`config.mk`:
```
export PLATFORM = sky130hd
export DESIGN_NAME = arp_cache_table
export DESIGN_NICKNAME = d
export VERILOG_FILES = /design/src/arpc_pkg.sv /design/src/arpc_ram.sv /design/src/arp_cache_table.sv
export SDC_FILE = /design/constraint.sdc
export NUM_CORES = 2
export LEC_CHECK = 0
export BUFFER_PORTS_ARGS = -buffer_cell sky130_fd_sc_hd__buf_4
export CAP_MARGIN = 10
export CELL_PAD_IN_SITES_DETAIL_PLACEMENT = 1
export CELL_PAD_IN_SITES_GLOBAL_PLACEMENT = 1
export CORE_MARGIN = 2
export CORE_UTILIZATION = 60
export DETAILED_ROUTE_END_ITERATION = 7
export MAX_ROUTING_LAYER = met4
export PLACE_DENSITY = 0.94
export SLEW_MARGIN = 15
export SYNTH_ARGS = -nofsm -noshare
export SYNTH_HDL_FRONTEND = slang
export SYNTH_SLANG_ARGS = --single-unit
```
`constraint.sdc`:
```
create_clock -name clk -period 25.3 [get_ports clk]
set_input_delay 5.06 -clock clk [delete_from_list [all_inputs] [get_ports clk]]
set_output_delay 5.06 -clock clk [all_outputs]
set_load 0.005 [all_outputs]
```
`src/arpc_pkg.sv`:
```
// Package for the ARP cache table: item structs, opcodes, FSM states and defaults.
// Used by arp_cache_table and the testbench; depends on nothing else.
`default_nettype none

package arpc_pkg;

  // Default table size and reset value of the timeout register.
  localparam int unsigned TABLE_ENTRIES_DEF = 16;
  localparam logic [15:0] TIMEOUT_RESET     = 16'd15;

  // Width of the reported slot number.
  localparam int unsigned SLOT_W = 4;

  // Operation codes carried in the opcode field of an input item.
  typedef enum logic [1:0] {
    OP_LOOKUP = 2'd0,
    OP_INSERT = 2'd1,
    OP_TICK   = 2'd2
  } op_t;

  // Controller states.
  typedef enum logic [2:0] {
    ST_IDLE,
    ST_LOOKUP,
    ST_INSERT,
    ST_TICK,
    ST_RESP
  } state_t;

  // One input item.
  typedef struct packed {
    logic [1:0]  opcode;
    logic [31:0] ip_address;
    logic [47:0] mac_address;
  } in_item_t;

  // One result item.
  typedef struct packed {
    logic              found;
    logic [47:0]       found_mac;
    logic              stored;
    logic [SLOT_W-1:0] slot_index;
  } out_item_t;

  // One table entry as kept in the entry memory.
  typedef struct packed {
    logic [31:0] ip;
    logic [47:0] mac;
    logic [31:0] added_time;
  } entry_t;

endpackage

`default_nettype wire

```
`src/arpc_ram.sv`:
```
// Generic single-write, single-read synchronous RAM with a registered read port.
// Stands alone; no package needed.
`default_nettype none

module arpc_ram #(
  parameter int unsigned WIDTH = 8,
  parameter int unsigned DEPTH = 16,
  localparam int unsigned AW   = (DEPTH > 1) ? $clog2(DEPTH) : 1
) (
  input  wire logic             clk,
  input  wire logic             we,
  input  wire logic [AW-1:0]    waddr,
  input  wire logic [WIDTH-1:0] wdata,
  input  wire logic [AW-1:0]    raddr,
  output logic      [WIDTH-1:0] rdata
);

  logic [WIDTH-1:0] mem [DEPTH];

  // Write port and registered read port.
  always_ff @(posedge clk) begin
    if (we) begin
      mem[waddr] <= wdata;
    end
    rdata <= mem[raddr];
  end

endmodule

`default_nettype wire

```
`src/arp_cache_table.sv`:
```
// Top level of the ARP cache table: controller, valid bits, clock and timeout registers.
// Depends on arpc_pkg and arpc_ram.
`default_nettype none

// The table keeps TABLE_ENTRIES entries of IP, MAC and insertion time in one
// synchronous memory; valid bits live in flip-flops and are cleared at reset.
// An item is taken when start is high and busy is low, and one result item is
// shown on out_item for exactly one cycle with out_valid high; the receiver
// cannot stall it, so it must take every result. A lookup or a tick reads
// every entry through the single memory read port, one entry per cycle,
// before its result is shown. An insert walks the valid bits up to the first
// free slot and stores there, or stops at the last slot when the table is
// full. An unused opcode goes straight to the result. After each result the
// block returns to idle, where it can take the next item. The timeout
// register may be written only while busy is low.
module arp_cache_table
  import arpc_pkg::*;
#(
  parameter int unsigned TABLE_ENTRIES = TABLE_ENTRIES_DEF
) (
  input  wire logic        clk,
  input  wire logic        rst_n,
  input  wire logic        start,
  output logic             busy,
  input  wire in_item_t    in_item,
  output logic             out_valid,
  output out_item_t        out_item,
  input  wire logic        cfg_we,
  input  wire logic [15:0] cfg_wdata
);

  localparam int unsigned IDX_W = (TABLE_ENTRIES > 1) ? $clog2(TABLE_ENTRIES) : 1;
  localparam int unsigned CNT_W = $clog2(TABLE_ENTRIES + 1);
  localparam int unsigned ENT_W = $bits(entry_t);
  localparam logic [CNT_W-1:0] CNT_LAST = CNT_W'(TABLE_ENTRIES - 1);
  localparam logic [CNT_W-1:0] CNT_END  = CNT_W'(TABLE_ENTRIES);

  state_t                   state_r, state_nxt;
  logic [CNT_W-1:0]         cnt_r, cnt_nxt;
  logic                     pend_r, pend_nxt;
  logic [IDX_W-1:0]         pend_idx_r, pend_idx_nxt;
  logic [TABLE_ENTRIES-1:0] valid_r;
  logic [31:0]              now_r;
  logic [15:0]              timeout_r;
  logic [31:0]              ip_r;
  logic [47:0]              mac_r;
  logic                     found_r, found_nxt;
  logic [47:0]              fmac_r, fmac_nxt;
  logic                     stored_r, stored_nxt;
  logic [SLOT_W-1:0]        slot_r, slot_nxt;

  logic                     accept;
  logic [IDX_W-1:0]         cnt_idx;
  logic                     set_en, clr_en;
  logic [IDX_W-1:0]         clr_idx;
  logic [ENT_W-1:0]         rd_raw;
  entry_t                   rd_entry;
  entry_t                   wr_entry;
  logic [31:0]              age;

  assign accept   = start && !busy;
  assign cnt_idx  = cnt_r[IDX_W-1:0];
  assign rd_entry = entry_t'(rd_raw);
  assign age      = now_r - rd_entry.added_time;

  assign wr_entry.ip         = ip_r;
  assign wr_entry.mac        = mac_r;
  assign wr_entry.added_time = now_r;

  // Entry memory: written on insert, read one entry per cycle during a scan.
  arpc_ram #(
    .WIDTH (ENT_W),
    .DEPTH (TABLE_ENTRIES)
  ) u_entry_ram (
    .clk   (clk),
    .we    (set_en),
    .waddr (cnt_idx),
    .wdata (wr_entry),
    .raddr (cnt_idx),
    .rdata (rd_raw)
  );

  // Next state.
  always_comb begin
    state_nxt = state_r;
    unique case (state_r)
      ST_IDLE: begin
        if (accept) begin
          case (in_item.opcode)
            OP_LOOKUP: state_nxt = ST_LOOKUP;
            OP_INSERT: state_nxt = ST_INSERT;
            OP_TICK:   state_nxt = ST_TICK;
            default:   state_nxt = ST_RESP;
          endcase
        end
      end
      ST_LOOKUP, ST_TICK: begin
        if (cnt_r == CNT_END && pend_r) begin
          state_nxt = ST_RESP;
        end
      end
      ST_INSERT: begin
        if (!valid_r[cnt_idx] || cnt_r == CNT_LAST) begin
          state_nxt = ST_RESP;
        end
      end
      ST_RESP: state_nxt = ST_IDLE;
      default: state_nxt = ST_IDLE;
    endcase
  end

  // Scan counter, read pipeline, valid bit updates and result fields.
  always_comb begin
    cnt_nxt      = cnt_r;
    pend_nxt     = 1'b0;
    pend_idx_nxt = cnt_idx;
    found_nxt    = found_r;
    fmac_nxt     = fmac_r;
    stored_nxt   = stored_r;
    slot_nxt     = slot_r;
    set_en       = 1'b0;
    clr_en       = 1'b0;
    clr_idx      = pend_idx_r;
    unique case (state_r)
      ST_IDLE: begin
        cnt_nxt    = '0;
        found_nxt  = 1'b0;
        fmac_nxt   = '0;
        stored_nxt = 1'b0;
        slot_nxt   = '0;
      end
      ST_LOOKUP, ST_TICK: begin
        // Issue one read per cycle; the entry comes back in the next cycle.
        if (cnt_r != CNT_END) begin
          cnt_nxt  = cnt_r + 1'b1;
          pend_nxt = 1'b1;
        end
        if (pend_r && valid_r[pend_idx_r]) begin
          if (state_r == ST_LOOKUP) begin
            // Ascending scan: the last match seen is the highest slot.
            if (rd_entry.ip == ip_r) begin
              found_nxt = 1'b1;
              fmac_nxt  = rd_entry.mac;
              slot_nxt  = SLOT_W'(pend_idx_r);
            end
          end else if (age > {16'd0, timeout_r}) begin
            clr_en = 1'b1;
          end
        end
      end
      ST_INSERT: begin
        // Take the first free slot, else move on to the next one.
        if (!valid_r[cnt_idx]) begin
          set_en     = 1'b1;
          stored_nxt = 1'b1;
          slot_nxt   = SLOT_W'(cnt_idx);
        end else if (cnt_r != CNT_LAST) begin
          cnt_nxt = cnt_r + 1'b1;
        end
      end
      ST_RESP: begin
      end
      default: begin
      end
    endcase
  end

  // Handshake outputs.
  always_comb begin
    busy                = (state_r != ST_IDLE);
    out_valid           = (state_r == ST_RESP);
    out_item.found      = found_r;
    out_item.found_mac  = fmac_r;
    out_item.stored     = stored_r;
    out_item.slot_index = slot_r;
  end

  // Control registers.
  always_ff @(posedge clk) begin
    if (!rst_n) begin
      state_r   <= ST_IDLE;
      cnt_r     <= '0;
      pend_r    <= 1'b0;
      valid_r   <= '0;
      now_r     <= '0;
      timeout_r <= TIMEOUT_RESET;
    end else begin
      state_r <= state_nxt;
      cnt_r   <= cnt_nxt;
      pend_r  <= pend_nxt;
      if (set_en) begin
        valid_r[cnt_idx] <= 1'b1;
      end
      if (clr_en) begin
        valid_r[clr_idx] <= 1'b0;
      end
      // The clock advances when a tick item is taken, before its scan.
      if (accept && in_item.opcode == OP_TICK) begin
        now_r <= now_r + 32'd1;
      end
      if (cfg_we) begin
        timeout_r <= cfg_wdata;
      end
    end
  end

  // Payload registers.
  always_ff @(posedge clk) begin
    pend_idx_r <= pend_idx_nxt;
    found_r    <= found_nxt;
    fmac_r     <= fmac_nxt;
    stored_r   <= stored_nxt;
    slot_r     <= slot_nxt;
    if (accept) begin
      ip_r  <= in_item.ip_address;
      mac_r <= in_item.mac_address;
    end
  end

  // A result is shown for one cycle only.
  a_single_strobe: assert property (@(posedge clk) disable iff (!rst_n)
    out_valid |=> !out_valid)
    else $error("result strobe held for more than one cycle");

  // An accepted item keeps the block busy in the next cycle.
  a_busy_after_accept: assert property (@(posedge clk) disable iff (!rst_n)
    accept |=> busy)
    else $error("block not busy after taking an item");

  // The block goes idle only right after showing a result.
  a_idle_after_result: assert property (@(posedge clk) disable iff (!rst_n)
    $fell(busy) |-> $past(out_valid))
    else $error("block went idle without a result");

  // A result never reports both a lookup hit and an insert.
  a_hit_or_store: assert property (@(posedge clk) disable iff (!rst_n)
    out_valid |-> !(out_item.found && out_item.stored))
    else $error("result marks both found and stored");

endmodule

`default_nettype wire

```
==> run metrics <==
Clock transition at path regs 0.08 ns; Layout area overhead 12.21%; first drt pass iteration count 7; Slew Viols, Final 0; post-synth net total 3778; drt wl/cell 48.64 µm; CORE AREA 133100 µm²; Synth area leaders edfxtp_1 (72%), mux4_2 (16%), dfxtp_1 (4.7%); most numerous cell on the critical path nand2_1; number of CTS-inserted buffers 195; Distinct cells, synth 81; vias per inst 7.877; vias in the first global route 44550; Die W 369.9 µm; HPWL after DPL 117.4 mm; sequential fraction of the synthesis area 76.69%; max incr delay on CP 0.52 ns; Final Hold Viols 0; DP Cell Count 5437; Critical Path Slowest Stage Cell nor4_4; first-pass GRT wire length 362.5 mm; H-tree Lvls 4; commonest cells after routing, fill and taps aside edfxtp_1 (1926), mux4_2 (570), buf_4 (215); Longest Clk Path Bufs 3; layout cells sized above 1 28.37%; clock latency on the worst-skew pair 0.88 ns; Leakage 27.98 nW; GRT Total Usage 39.80%; post-route DRC violation count 0; worst path cell trace buf_4 > inv_1 > ha_1 > nand2_1 > nor4_4 > nand2_1 > nor2_1 > and2b_1 > and3_1 > nand3_1 > or3_1 > a21oi_1; drt total wl 283.7 mm; commonest non-fill, non-tap cell in the layout edfxtp_1; I/O Pins 158; Die Ht 369.9 µm; Layout Cells excl Fill 5833; FF+latch count, synth 2115; dpl ws 17.43 ns; Avg Cell Area, Syn 22.20 µm²; Peak Freq 136.4 MHz; GPL Wtd Cong 0.8003; PortBufs 157; largest net degree at the start of global routing 166; mapped cell area 80350 µm²; HP Class flip-flop to flip-flop; Slew HR 12.33%; WP data required 26.05 ns; GRT overflow 0; worst-path maximum fanout 5; total chip power 8.779 mW; Pwr Density 97.37 nW/µm²; Final setup viols 0; worst setup margin 17.97 ns; Post-CTS Resized 0; number of DRC markers in iteration 0 9470; setup_tns 0 ns; Initial Util 60.36%; Post-CTS Setup Inserts 0; Yosys top cell area share 71.98%; synth warn 0; number of cell rows 134; clk sink count 2115; Hold Buf Count CTS 0; final worst path period share 28.99%; post-route antenna net violation count 0; crit end category flip-flop; detailed-route via count 45950; Synth Instances 3619; Synth async-reset ratio 0%; Slew @ Worst Pin 1.315 ns; initial antenna violation count 9; unrepaired setup endpoints after global routing false; Worst EP arrival 8.08 ns; WS Path Type input port to flip-flop; CP Launch Type input port; fin crit period 7.333 ns; Post-synth top flop edfxtp_1; Clock Skews 0.03263 ns; outcome finished, final reports clean; MaxCap Viol Count 0; Die ar. 136900 µm²; post-synth top area cell edfxtp_1; CTS tree yes; Root Buffer clkbuf_16; Post-synth EDFFs 1926; fin nets 4026; Max VDD drop 0.1117 mV
flip-flops by register name, indices dropped and copies added, names as in the netlist, 16 cells and up:
name / cells
now_r: 32
ip_r: 32
timeout_r: 16
fmac_r: 48
u_entry_ram.rdata: 112
valid_r: 16
mac_r: 48
u_entry_ram.mem: 1792
area by class of cell:
type / instances / area, µm²
Clock inverter: 85 / 890.9
Tap cell: 1768 / 2212
Inverter: 66 / 247.7
Sequential cell: 2115 / 61630
Clock buffer: 284 / 5487
Antenna cell: 26 / 65.06
Fill cell: 10240 / 42970
Multi-Input combinational cell: 1268 / 17890
Timing Repair Buffer: 221 / 1734
power breakdown:
group / total, mW / switching [mW] / internal (mW) / leakage (nW)
Combinational: 1.24 / 0.686 / 0.555 / 6.26
Sequential: 4.33 / 0.249 / 4.08 / 18.6
Clock: 3.21 / 1.56 / 1.65 / 3.12
Total: 8.78 / 2.49 / 6.28 / 28.0
worst max-delay path: cells and delay by family:
kind,cells,cell delay [ns]
compound gates,1,0.32
fa+ha+maj,1,0.16
buf+inv,2,0.18
simple gates,8,2.35
Yosys cell counts, types with 8 or more instances:
cell type	number
a21o_1	10
a21oi_1	48
a21oi_4	11
and2_1	60
and3_1	25
buf_1	23
buf_2	37
clkbuf_1	104
dfxtp_1	189
edfxtp_1	1926
ha_1	56
inv_1	65
mux2i_1	15
mux4_2	570
nand2_1	68
nand2b_1	8
nand3_1	23
nand4_1	24
nor2_1	82
nor2b_1	9
nor3_1	10
nor4_1	11
o211ai_1	8
o21ai_0	43
or3_1	8
xnor2_1	32
xor2_1	52
kinds of logic after synthesis:
kind of cell | synth area share [%]
AO/OA/AOI/OAI | 1.757
XOR/XNOR | 0.9156
adder cells (fa/ha/maj) | 0.8969
buffers and inverters | 1.202
flip-flops | 76.69
multiplexers | 16.18
AND/OR/NAND/NOR | 2.362
layer usage:
metal / routed length, µm / track usage, %
met1: 91220 / 50.81
met5: 0 / -
met3: 37750 / 8.682
met2: 135700 / 61.14
met4: 19000 / 20.25
final timing paths:
path / end / depth (start not counted) / slack (ns) / start
min: timeout_r[9]$_SDFFE_PN0P_ / 2 / 0.50 / timeout_r[9]$_SDFFE_PN0P_
max reg2reg: valid_r[14]$_SDFF_PN0_ / 19 / 18.68 / now_r[0]$_SDFFE_PN0P_
min reg2reg: timeout_r[9]$_SDFFE_PN0P_ / 2 / 0.50 / timeout_r[9]$_SDFFE_PN0P_
max: now_r[31]$_SDFFE_PN0P_ / 12 / 17.97 / in_item[80]
stage by stage:
| stage | instance area, µm² | hold WS (ns) | util, % |
|---|---|---|---|
| after floorplan | 80350 | 0.3290 | - |
| after global placement | 83700 | 0.4521 | 62.87 |
| after detailed placement | 83700 | 0.4798 | 62.87 |
| after CTS | 90070 | 0.5034 | 67.66 |
| after global routing | 90150 | 0.5430 | 67.72 |
| final | 90160 | 0.4981 | 67.73 |
Note: power is estimated with default switching activity, not from simulation.
